[src/design/dhsd_pkg.sv]
// shared types and constants of the delimited hex sample deframer
// no dependencies
`default_nettype none

package dhsd_pkg;

  localparam int unsigned MaxBodyBytes = 64;
  localparam int unsigned BodyLenW     = $clog2(MaxBodyBytes + 1);
  localparam int unsigned MinTrigChars = 4;
  localparam int unsigned MaxTrigChars = 8;
  localparam int unsigned DataChars    = 16;
  localparam int unsigned QueueDepth   = 2;
  localparam int unsigned QPtrW        = (QueueDepth > 1) ? $clog2(QueueDepth) : 1;
  localparam int unsigned QCntW        = $clog2(QueueDepth + 1);
  localparam int unsigned CfgIdxW      = 2;
  localparam int unsigned CfgDataW     = 64;

  typedef enum logic [1:0] {
    KindTrigger   = 2'd0,
    KindData      = 2'd1,
    KindMalformed = 2'd2,
    KindBad       = 2'd3
  } kind_e;

  typedef enum logic [CfgIdxW-1:0] {
    CfgDelimiter   = 2'd0,
    CfgTrigPattern = 2'd1,
    CfgTrigLength  = 2'd2
  } cfg_idx_e;

  // classified receive beat
  typedef struct packed {
    logic       delim;
    logic       hex;
    logic [3:0] nibble;
    logic [7:0] data;
  } beat_t;

  // live trigger settings handed to the parser
  typedef struct packed {
    logic [63:0] pattern;
    logic [3:0]  length;
  } trig_cfg_t;

endpackage

`default_nettype wire

[src/design/dhsd_rx_if.sv]
// receive byte channel: valid, ready and one byte of payload
// no dependencies
`default_nettype none

interface dhsd_rx_if;
  logic       valid;
  logic       ready;
  logic [7:0] rx_byte;

  modport source (output valid, output rx_byte, input ready);
  modport sink (input valid, input rx_byte, output ready);
endinterface

`default_nettype wire

[src/design/dhsd_res_if.sv]
// frame result channel: valid, ready, frame kind, samples and counters
// no dependencies
`default_nettype none

interface dhsd_res_if;
  logic        valid;
  logic        ready;
  logic [1:0]  frame_kind;
  logic [31:0] first_sample;
  logic [31:0] second_sample;
  logic [31:0] triggers_seen;
  logic [31:0] malformed_seen;
  logic [31:0] bad_seen;

  modport source (output valid, output frame_kind, output first_sample,
                  output second_sample, output triggers_seen,
                  output malformed_seen, output bad_seen, input ready);
  modport sink (input valid, input frame_kind, input first_sample,
                input second_sample, input triggers_seen,
                input malformed_seen, input bad_seen, output ready);
endinterface

`default_nettype wire

[src/design/dhsd_front.sv]
// front end: accepts receive beats and classifies them (delimiter, hex digit)
// depends on dhsd_pkg and dhsd_rx_if
`default_nettype none

module dhsd_front (
  dhsd_rx_if.sink        rx,
  input  wire logic [7:0] delim_i,
  input  wire logic      q_ready_i,
  output logic           q_push_o,
  output dhsd_pkg::beat_t q_beat_o
);
  import dhsd_pkg::*;

  logic [7:0] b;

  assign b        = rx.rx_byte;
  assign rx.ready = q_ready_i;
  assign q_push_o = rx.valid & q_ready_i;

  always_comb begin
    q_beat_o.delim  = (b == delim_i);
    q_beat_o.data   = b;
    q_beat_o.hex    = 1'b1;
    q_beat_o.nibble = 4'd0;
    priority if (b >= 8'h30 && b <= 8'h39) begin
      q_beat_o.nibble = 4'(b - 8'h30);
    end else if (b >= 8'h41 && b <= 8'h46) begin
      q_beat_o.nibble = 4'(b - 8'h37);
    end else if (b >= 8'h61 && b <= 8'h66) begin
      q_beat_o.nibble = 4'(b - 8'h57);
    end else begin
      q_beat_o.hex = 1'b0;
    end
  end

endmodule

`default_nettype wire

[src/design/dhsd_queue.sv]
// short queue of classified beats between front end and parser
// depends on dhsd_pkg
`default_nettype none

module dhsd_queue (
  input  wire logic            clk_i,
  input  wire logic            rst_ni,
  input  wire logic            push_i,
  input  dhsd_pkg::beat_t      push_beat_i,
  output logic                 push_ready_o,
  input  wire logic            pop_i,
  output logic                 pop_valid_o,
  output dhsd_pkg::beat_t      pop_beat_o
);
  import dhsd_pkg::*;

  beat_t            mem_q [QueueDepth];
  logic [QPtrW-1:0] wr_ptr_q, wr_ptr_d;
  logic [QPtrW-1:0] rd_ptr_q, rd_ptr_d;
  logic [QCntW-1:0] cnt_q, cnt_d;

  function automatic logic [QPtrW-1:0] ptr_next(input logic [QPtrW-1:0] p);
    ptr_next = (p == QPtrW'(QueueDepth - 1)) ? '0 : p + 1'b1;
  endfunction

  assign push_ready_o = (cnt_q != QCntW'(QueueDepth));
  assign pop_valid_o  = (cnt_q != '0);
  assign pop_beat_o   = mem_q[rd_ptr_q];

  always_comb begin
    wr_ptr_d = push_i ? ptr_next(wr_ptr_q) : wr_ptr_q;
    rd_ptr_d = pop_i ? ptr_next(rd_ptr_q) : rd_ptr_q;
    cnt_d    = cnt_q + QCntW'(push_i) - QCntW'(pop_i);
  end

  always_ff @(posedge clk_i or negedge rst_ni) begin
    if (!rst_ni) begin
      wr_ptr_q <= '0;
      rd_ptr_q <= '0;
      cnt_q    <= '0;
    end else begin
      wr_ptr_q <= wr_ptr_d;
      rd_ptr_q <= rd_ptr_d;
      cnt_q    <= cnt_d;
    end
  end

  always_ff @(posedge clk_i) begin
    if (push_i) begin
      mem_q[wr_ptr_q] <= push_beat_i;
    end
  end

endmodule

`default_nettype wire

[src/design/dhsd_back.sv]
// parser: frame state, trigger and hex checks, counters and result register
// depends on dhsd_pkg and dhsd_res_if
`default_nettype none

module dhsd_back (
  input  wire logic          clk_i,
  input  wire logic          rst_ni,
  input  wire logic          q_valid_i,
  input  dhsd_pkg::beat_t    q_beat_i,
  output logic               q_pop_o,
  input  dhsd_pkg::trig_cfg_t trig_cfg_i,
  dhsd_res_if.source         res
);
  import dhsd_pkg::*;

  logic                in_frame_q, in_frame_d;
  logic [BodyLenW-1:0] len_q, len_d;
  logic [63:0]         acc_q, acc_d;
  logic                all_hex_q, all_hex_d;
  logic                prefix_q, prefix_d;
  logic [31:0]         trig_cnt_q, trig_cnt_d;
  logic [31:0]         mal_cnt_q, mal_cnt_d;
  logic [31:0]         bad_cnt_q, bad_cnt_d;

  logic                out_valid_q;
  kind_e               out_kind_q, out_kind_d;
  logic [63:0]         out_word_q, out_word_d;
  logic [31:0]         out_trig_q, out_mal_q, out_bad_q;

  logic                emit;
  logic                take;
  logic [3:0]          tlen;
  logic [2:0]          pos;
  logic [7:0]          pat_byte;

  assign take    = !out_valid_q || res.ready;
  assign q_pop_o = q_valid_i && take;

  assign tlen     = (trig_cfg_i.length > 4'(MaxTrigChars)) ? 4'(MaxTrigChars)
                                                           : trig_cfg_i.length;
  assign pos      = len_q[2:0];
  assign pat_byte = trig_cfg_i.pattern[{~pos, 3'b000} +: 8];

  always_comb begin
    in_frame_d = in_frame_q;
    len_d      = len_q;
    acc_d      = acc_q;
    all_hex_d  = all_hex_q;
    prefix_d   = prefix_q;
    trig_cnt_d = trig_cnt_q;
    mal_cnt_d  = mal_cnt_q;
    bad_cnt_d  = bad_cnt_q;
    emit       = 1'b0;
    out_kind_d = KindMalformed;
    out_word_d = '0;
    if (q_pop_o) begin
      priority if (!in_frame_q) begin
        if (q_beat_i.delim) begin
          in_frame_d = 1'b1;
          len_d      = '0;
          acc_d      = '0;
          all_hex_d  = 1'b1;
          prefix_d   = 1'b1;
        end
      end else if (q_beat_i.delim) begin
        emit      = 1'b1;
        len_d     = '0;
        acc_d     = '0;
        all_hex_d = 1'b1;
        prefix_d  = 1'b1;
        priority if (len_q >= BodyLenW'(MinTrigChars) && prefix_q) begin
          out_kind_d = KindTrigger;
          trig_cnt_d = trig_cnt_q + 32'd1;
        end else if (len_q == BodyLenW'(DataChars) && all_hex_q) begin
          out_kind_d = KindData;
          out_word_d = acc_q;
        end else begin
          mal_cnt_d = mal_cnt_q + 32'd1;
        end
      end else if (len_q >= BodyLenW'(MaxBodyBytes)) begin
        // body too long: report and wait for the next delimiter
        emit       = 1'b1;
        out_kind_d = KindBad;
        in_frame_d = 1'b0;
        len_d      = '0;
        acc_d      = '0;
        all_hex_d  = 1'b1;
        prefix_d   = 1'b1;
        bad_cnt_d  = bad_cnt_q + 32'd1;
      end else begin
        if (len_q >= BodyLenW'(tlen) || q_beat_i.data != pat_byte) begin
          prefix_d = 1'b0;
        end
        if (q_beat_i.hex) begin
          acc_d = {acc_q[59:0], q_beat_i.nibble};
        end else begin
          all_hex_d = 1'b0;
        end
        len_d = len_q + 1'b1;
      end
    end
  end

  always_ff @(posedge clk_i or negedge rst_ni) begin
    if (!rst_ni) begin
      in_frame_q  <= 1'b0;
      len_q       <= '0;
      acc_q       <= '0;
      all_hex_q   <= 1'b1;
      prefix_q    <= 1'b1;
      trig_cnt_q  <= '0;
      mal_cnt_q   <= '0;
      bad_cnt_q   <= '0;
      out_valid_q <= 1'b0;
    end else begin
      in_frame_q <= in_frame_d;
      len_q      <= len_d;
      acc_q      <= acc_d;
      all_hex_q  <= all_hex_d;
      prefix_q   <= prefix_d;
      trig_cnt_q <= trig_cnt_d;
      mal_cnt_q  <= mal_cnt_d;
      bad_cnt_q  <= bad_cnt_d;
      if (take) begin
        out_valid_q <= emit;
      end
    end
  end

  always_ff @(posedge clk_i) begin
    if (emit) begin
      out_kind_q <= out_kind_d;
      out_word_q <= out_word_d;
      out_trig_q <= trig_cnt_d;
      out_mal_q  <= mal_cnt_d;
      out_bad_q  <= bad_cnt_d;
    end
  end

  assign res.valid          = out_valid_q;
  assign res.frame_kind     = out_kind_q;
  assign res.first_sample   = out_word_q[63:32];
  assign res.second_sample  = out_word_q[31:0];
  assign res.triggers_seen  = out_trig_q;
  assign res.malformed_seen = out_mal_q;
  assign res.bad_seen       = out_bad_q;

endmodule

`default_nettype wire

[src/design/delimited_hex_sample_deframer.sv]
// top level: configuration registers, front end, beat queue and parser
// depends on dhsd_pkg, dhsd_rx_if, dhsd_res_if, dhsd_front, dhsd_queue, dhsd_back
// throughput: one received beat per cycle; a waiting result stalls the parser and the
// two-entry queue then fills and holds off the input
// a closing delimiter's beat is stored in the beat queue and its result then in the result register
// reset: asynchronous, clears frame state, counters and queue; no clearing pass
`default_nettype none

module delimited_hex_sample_deframer (
  input  wire logic                          clk_i,
  input  wire logic                          rst_ni,
  dhsd_rx_if.sink                            rx_i,
  dhsd_res_if.source                         res_o,
  input  wire logic                          cfg_we_i,
  input  wire logic [dhsd_pkg::CfgIdxW-1:0]  cfg_idx_i,
  input  wire logic [dhsd_pkg::CfgDataW-1:0] cfg_wdata_i
);
  import dhsd_pkg::*;

  logic [7:0]  delim_q;
  logic [63:0] pattern_q;
  logic [3:0]  tlen_q;

  logic        q_push;
  logic        q_ready;
  beat_t       q_push_beat;
  logic        q_pop;
  logic        q_valid;
  beat_t       q_pop_beat;
  trig_cfg_t   trig_cfg;

  always_ff @(posedge clk_i or negedge rst_ni) begin
    if (!rst_ni) begin
      delim_q   <= 8'h24;
      pattern_q <= '0;
      tlen_q    <= 4'd4;
    end else if (cfg_we_i) begin
      unique case (cfg_idx_i)
        CfgDelimiter:   delim_q   <= cfg_wdata_i[7:0];
        CfgTrigPattern: pattern_q <= cfg_wdata_i[63:0];
        CfgTrigLength:  tlen_q    <= cfg_wdata_i[3:0];
        default: ;
      endcase
    end
  end

  assign trig_cfg.pattern = pattern_q;
  assign trig_cfg.length  = tlen_q;

  dhsd_front u_front (
    .rx        (rx_i),
    .delim_i   (delim_q),
    .q_ready_i (q_ready),
    .q_push_o  (q_push),
    .q_beat_o  (q_push_beat)
  );

  dhsd_queue u_queue (
    .clk_i        (clk_i),
    .rst_ni       (rst_ni),
    .push_i       (q_push),
    .push_beat_i  (q_push_beat),
    .push_ready_o (q_ready),
    .pop_i        (q_pop),
    .pop_valid_o  (q_valid),
    .pop_beat_o   (q_pop_beat)
  );

  dhsd_back u_back (
    .clk_i      (clk_i),
    .rst_ni     (rst_ni),
    .q_valid_i  (q_valid),
    .q_beat_i   (q_pop_beat),
    .q_pop_o    (q_pop),
    .trig_cfg_i (trig_cfg),
    .res        (res_o)
  );

endmodule

`default_nettype wire

[src/flat_wrapper.sv]
// flat-port wrapper written by rule: the top's interface ports become plain ports
module delimited_hex_sample_deframer_flat import dhsd_pkg::*;
  (clk_i, rst_ni, cfg_we_i, cfg_idx_i, cfg_wdata_i, rx_i_valid, rx_i_rx_byte, rx_i_ready, res_o_valid, res_o_frame_kind, res_o_first_sample, res_o_second_sample, res_o_triggers_seen, res_o_malformed_seen, res_o_bad_seen, res_o_ready);
  dhsd_rx_if rx_i_i ();
  dhsd_res_if res_o_i ();
  input  wire logic clk_i;
  input  wire logic rst_ni;
  input  wire logic cfg_we_i;
  input  wire logic [dhsd_pkg::CfgIdxW-1:0] cfg_idx_i;
  input  wire logic [dhsd_pkg::CfgDataW-1:0] cfg_wdata_i;
  input wire logic [$bits(rx_i_i.valid)-1:0] rx_i_valid;
  input wire logic [$bits(rx_i_i.rx_byte)-1:0] rx_i_rx_byte;
  output wire logic [$bits(rx_i_i.ready)-1:0] rx_i_ready;
  output wire logic [$bits(res_o_i.valid)-1:0] res_o_valid;
  output wire logic [$bits(res_o_i.frame_kind)-1:0] res_o_frame_kind;
  output wire logic [$bits(res_o_i.first_sample)-1:0] res_o_first_sample;
  output wire logic [$bits(res_o_i.second_sample)-1:0] res_o_second_sample;
  output wire logic [$bits(res_o_i.triggers_seen)-1:0] res_o_triggers_seen;
  output wire logic [$bits(res_o_i.malformed_seen)-1:0] res_o_malformed_seen;
  output wire logic [$bits(res_o_i.bad_seen)-1:0] res_o_bad_seen;
  input wire logic [$bits(res_o_i.ready)-1:0] res_o_ready;
  assign rx_i_i.valid = rx_i_valid;
  assign rx_i_i.rx_byte = rx_i_rx_byte;
  assign rx_i_ready = rx_i_i.ready;
  assign res_o_valid = res_o_i.valid;
  assign res_o_frame_kind = res_o_i.frame_kind;
  assign res_o_first_sample = res_o_i.first_sample;
  assign res_o_second_sample = res_o_i.second_sample;
  assign res_o_triggers_seen = res_o_i.triggers_seen;
  assign res_o_malformed_seen = res_o_i.malformed_seen;
  assign res_o_bad_seen = res_o_i.bad_seen;
  assign res_o_i.ready = res_o_ready;
  delimited_hex_sample_deframer u_core (.clk_i(clk_i), .rst_ni(rst_ni), .rx_i(rx_i_i), .res_o(res_o_i), .cfg_we_i(cfg_we_i), .cfg_idx_i(cfg_idx_i), .cfg_wdata_i(cfg_wdata_i));
endmodule
[config.mk]
export PLATFORM = sky130hd
export DESIGN_NAME = delimited_hex_sample_deframer_flat
export DESIGN_NICKNAME = d
export VERILOG_FILES = /design/src/design/dhsd_pkg.sv /design/src/design/dhsd_rx_if.sv /design/src/design/dhsd_res_if.sv /design/src/design/dhsd_front.sv /design/src/design/dhsd_queue.sv /design/src/design/dhsd_back.sv /design/src/design/delimited_hex_sample_deframer.sv /design/src/flat_wrapper.sv
export SDC_FILE = /design/constraint.sdc
export NUM_CORES = 1
export LEC_CHECK = 0
export ABC_AREA = 1
export BUFFER_PORTS_ARGS = -buffer_cell sky130_fd_sc_hd__buf_2
export CAP_MARGIN = 15
export CORE_MARGIN = 5
export CORE_UTILIZATION = 57
export CTS_BUF_LIST = sky130_fd_sc_hd__clkbuf_4
export DETAILED_ROUTE_END_ITERATION = 16
export PLACE_DENSITY = 0.79
export SYNTH_ARGS = -nofsm -noshare
export SYNTH_HDL_FRONTEND = slang
export SYNTH_SLANG_ARGS = --single-unit
[constraint.sdc]
create_clock -name clk_i -period 10.6 [get_ports clk_i]
set_clock_uncertainty 0.15 [all_clocks]
set_input_delay 2.12 -clock clk_i [delete_from_list [all_inputs] [get_ports clk_i]]
set_output_delay 2.12 -clock clk_i [all_outputs]
set_load 0.02 [all_outputs]
==> flow_summary.rst <==
.. list-table::
   :header-rows: 1

   * - Metric
     - Value
   * - Number of gates resized after cts
     - 0
   * - Max-cap check violation count
     - 0
   * - Xor-xnor portion of the synthesized cell area
     - 0.04511
   * - Hpwl dp
     - 25.87 mm
   * - End-of-flow core utilization
     - 0.6749
   * - Worst Path Max Fanout
     - 84
   * - Cell at the slowest stage of the critical path
     - sky130_fd_sc_hd__buf_4
   * - Number of sinks handled by clock tree synthesis
     - 441
   * - Final period util
     - 0.4386
   * - Number of nets with antenna violations after detailed routing
     - 0
   * - Transition at the pin with the smallest max-transition slack
     - 1.034 ns
   * - Pwr dens
     - approximately 250 mW/mm²
   * - Result of the run
     - completed
   * - Number of nets in the layout
     - 2093
   * - Main combinational cell family by area after synthesis
     - simple AND/OR/NAND/NOR gates
   * - Skew-Pair Late Insertion Delay
     - 0.76 ns
   * - Synthesized instance count
     - 1683
   * - Avg Inst Size Synth
     - 10.73 µm²
   * - Drt initial violations
     - 848
   * - Residual overflow from global routing
     - 0
   * - DRC violations left
     - 0
   * - Number of top-level pins
     - 243
   * - Count of distinct cell types in the synthesized netlist
     - 49
   * - Post-synthesis sequential area ratio
     - 0.6642
   * - DIE AREA
     - 0.03534 mm²
   * - Number of antenna violations at the first check in global routing
     - 4
   * - Cell count after placement
     - 2290
   * - Count of state elements after synthesis
     - about 440
   * - Clock root buffer master
     - sky130_fd_sc_hd__clkbuf_4
   * - Data arrival time of the critical path
     - 4.83 ns
   * - Count of hold buffers inserted by post-cts repair
     - 0
   * - CTS tree
     - yes
   * - Routability Congestion
     - 0.8742
   * - Path category of the worst min-delay check
     - flip-flop to flip-flop
   * - Yosys synthesis warning count
     - 0
   * - Ratio of cells with drive above 1 in the final layout
     - 0.2312
   * - First-pass detailed-route iteration total
     - 5
   * - Average wire length per cell after detail routing
     - 15.48 µm
   * - Standby leakage power
     - a little under 10 nW
   * - H-Tree Level Count
     - 3
   * - Simple-gate share of the synthesized area
     - 0.1580
   * - Multiplexer fraction of the synthesized cell area
     - 0.001663
   * - Kind of launch point of the worst setup path
     - primary input
   * - Maximum clock frequency
     - 215.1 MHz
   * - Die width
     - around 190 µm
   * - Vert. Die Dim
     - 188.0 µm
   * - Via density per instance
     - 5.156
   * - Slowest stage delay, CP
     - 0.90 ns
   * - List of cells traversed by the critical path
     - buf_2, nor2_1, nor2_8, nand2_4, nor2_4, buf_4, buf_4
   * - Mapped Area
     - ~0.018 mm²
   * - Total number of vias
     - 12870
   * - Wirelength, routed
     - 38.63 mm
   * - Number of standard cells in the layout, taps in and fillers out
     - 2495
   * - Leading cell type in the layout, fill and taps excluded
     - sky130_fd_sc_hd__nand2_1
   * - Final number of max-transition violations
     - 0
   * - Initial Utilization
     - 0.5752
   * - Cell occurring most often along the worst timing path
     - sky130_fd_sc_hd__buf_4
   * - Pin count of the biggest net entering global routing
     - 113
   * - Required time of the worst setup path
     - about 11 ns
   * - Kind of end point of the critical path
     - flip-flop
   * - # Post-CTS Setup Buffers
     - 0
   * - GRT Total Usage
     - 0.2189
   * - Inserted Clock Buffers
     - 109
   * - RSZ-0062 raised after global routing
     - no
   * - Clock-pin slew of the registers on the worst-case setup and hold paths
     - 0.06 ns
   * - Total Negative Setup Slacks
     - 0 ns
   * - Area fraction in compound gates after synthesis
     - 0.05654
   * - Count of buffers inserted at the top-level ports
     - ~240
   * - Peak supply drop
     - around 0.14 mV
   * - Final-report setup violation count
     - 0
   * - Number of nets produced by synthesis
     - between 1500 and 2000
   * - Post-synthesis to final-layout area growth
     - 17.33%
   * - Post-layout minimum cycle time
     - 4.649 ns
   * - Count of flip-flops with a built-in enable after synthesis
     - 190
   * - Via count of the first global-routing pass
     - 13320
   * - Maximum buffer depth of the clock tree
     - 3
   * - Core region area
     - around 0.031 mm²
   * - Final number of hold-violating endpoints
     - 0
   * - Cell row count
     - 65
   * - Most common flop cell mapped by yosys
     - sky130_fd_sc_hd__dfrtp_1
   * - Share of async-settable or async-resettable flops after synthesis
     - 0.5692
   * - Critical path type
     - primary input to flip-flop
   * - Slew Limit Headroom
     - 0.3109
   * - Adder and majority gate portion of the synthesized area
     - 0.01039
   * - Highest-count cells in the layout ignoring fill and taps
     - sky130_fd_sc_hd__nand2_1, sky130_fd_sc_hd__inv_1, sky130_fd_sc_hd__dfrtp_1
   * - Global-route wire length before repair
     - ~64 mm
-- logic make-up after synthesis --
| kind of cell | after synthesis |
|---|---|
| mux | 3 |
| flops | 441 |
| buf+inv | 303 |
| simple gates | 647 |
| compound gates | 181 |
| xor+xnor | 93 |
| fa+ha+maj | 15 |
-- flip-flops by register name, indices dropped and copies added (netlist names), 2 cells and up --
name	flops
u_core.delim_q	8
u_core.pattern_q	64
u_core.tlen_q	4
u_core.u_back.acc_q	64
u_core.u_back.bad_cnt_q	32
u_core.u_back.len_q	7
u_core.u_back.mal_cnt_q	32
u_core.u_back.out_word_q	64
u_core.u_back.res.bad_seen	32
u_core.u_back.res.frame_kind	2
u_core.u_back.res.malformed_seen	32
u_core.u_back.res.triggers_seen	32
u_core.u_back.trig_cnt_q	32
u_core.u_queue.cnt_q	2
u_core.u_queue.mem_q	28
-- metal layers --
metal	part of all wire	global-route usage	vias up
met4	0.025	0.08780	0
met2	0.49	0.3551	458
met3	0.065	0.04654	73
met1	0.42	0.2915	6127
li1	-	-	6207
met5	0	0	-
-- synth_stat cells, types with 2 or more instances --
cell type,count,area (µm²)
sky130_fd_sc_hd__nor2_4,3,33.78
sky130_fd_sc_hd__edfxtp_1,190,5705
sky130_fd_sc_hd__a21oi_1,69,345.3
sky130_fd_sc_hd__or2_2,6,37.54
sky130_fd_sc_hd__nand3_1,101,505.5
sky130_fd_sc_hd__nor2_8,2,40.04
sky130_fd_sc_hd__dfstp_2,5,131.4
sky130_fd_sc_hd__nand2_1,249,934.7
sky130_fd_sc_hd__inv_2,4,15.01
sky130_fd_sc_hd__o32ai_1,4,35.03
sky130_fd_sc_hd__xor2_1,51,446.7
sky130_fd_sc_hd__xnor2_1,42,367.9
sky130_fd_sc_hd__nand2_4,2,22.52
sky130_fd_sc_hd__nor2_2,5,31.28
sky130_fd_sc_hd__nor2_1,203,762.0
sky130_fd_sc_hd__mux2i_1,3,30.03
sky130_fd_sc_hd__nor4_1,15,93.84
sky130_fd_sc_hd__nand4_1,15,93.84
sky130_fd_sc_hd__a31oi_1,2,12.51
sky130_fd_sc_hd__nand2_2,6,37.54
sky130_fd_sc_hd__o21bai_1,2,15.01
sky130_fd_sc_hd__buf_2,4,20.02
sky130_fd_sc_hd__and3_1,2,12.51
sky130_fd_sc_hd__o21ai_0,38,190.2
sky130_fd_sc_hd__buf_1,2,7.510
sky130_fd_sc_hd__clkbuf_1,41,153.9
sky130_fd_sc_hd__ha_1,15,187.7
sky130_fd_sc_hd__clkinv_1,2,7.510
sky130_fd_sc_hd__nor3_1,26,130.1
sky130_fd_sc_hd__nand3b_1,3,22.52
sky130_fd_sc_hd__nor3b_1,3,22.52
sky130_fd_sc_hd__inv_1,246,923.4
sky130_fd_sc_hd__dfrtp_1,246,6156
sky130_fd_sc_hd__o22ai_1,61,381.6
-- critical path: cells and delay by family --
family,cells,cell delay [ns]
simple gates,4,0.90
buf+inv,3,1.72
-- worst paths after layout --
| path | startpoint | end | slack, ns | depth (start not counted) |
|---|---|---|---|---|
| worst min register to register | u_core.u_back.bad_cnt_q[31] | u_core.u_back.bad_cnt_q[31] | 0.33 | 1 |
| min in group asynchronous | rst_ni | u_core.pattern_q[38] | 1.23 | 1 |
| max in group asynchronous | rst_ni | u_core.u_back.trig_cnt_q[20] | 7.46 | 2 |
| worst max register to register | u_core.u_queue.rd_ptr_q | u_core.u_back.out_word_q[28] | 6.32 | 9 |
| worst max-delay path | res_o_ready | u_core.u_back.out_word_q[28] | 5.95 | 7 |
| worst min-delay path | u_core.u_back.bad_cnt_q[31] | u_core.u_back.bad_cnt_q[31] | 0.33 | 1 |
-- stage by stage --
stage	power [W]	area (µm²)	hold WS, ns	setup WS (ns)
6_report	0.005264	21190	0.3273	5.951
5_1_grt	0.005572	21190	0.3560	5.749
3_5_place_dp	0.003861	19710	0.3157	5.159
3_3_place_gp	0.003816	19710	0.3088	5.275
4_1_cts	0.005325	21180	0.3248	5.953
2_1_floorplan	0.003422	18060	0.2893	0.4974
-- power breakdown --
part           leakage, nW  total, W  internal [W]  switching, W
clock network        0.881   0.00144      0.000788      0.000656
logic                 4.03   0.00143      0.000392       0.00104
registers             4.96   0.00239       0.00224      0.000149
total                 9.87   0.00526       0.00342       0.00185
-- area by class of cell --
class,count,area (µm²)
inverter,254,957.2
sequential,441,11990
multi-input combinational,939,4941
antenna,4,10.01
timing repair buffer,254,1311
tap,402,503.0
clock inverter,28,171.4
clock buffer,173,1299
fill,2404,10210
Power figures use the tool's default switching activity.
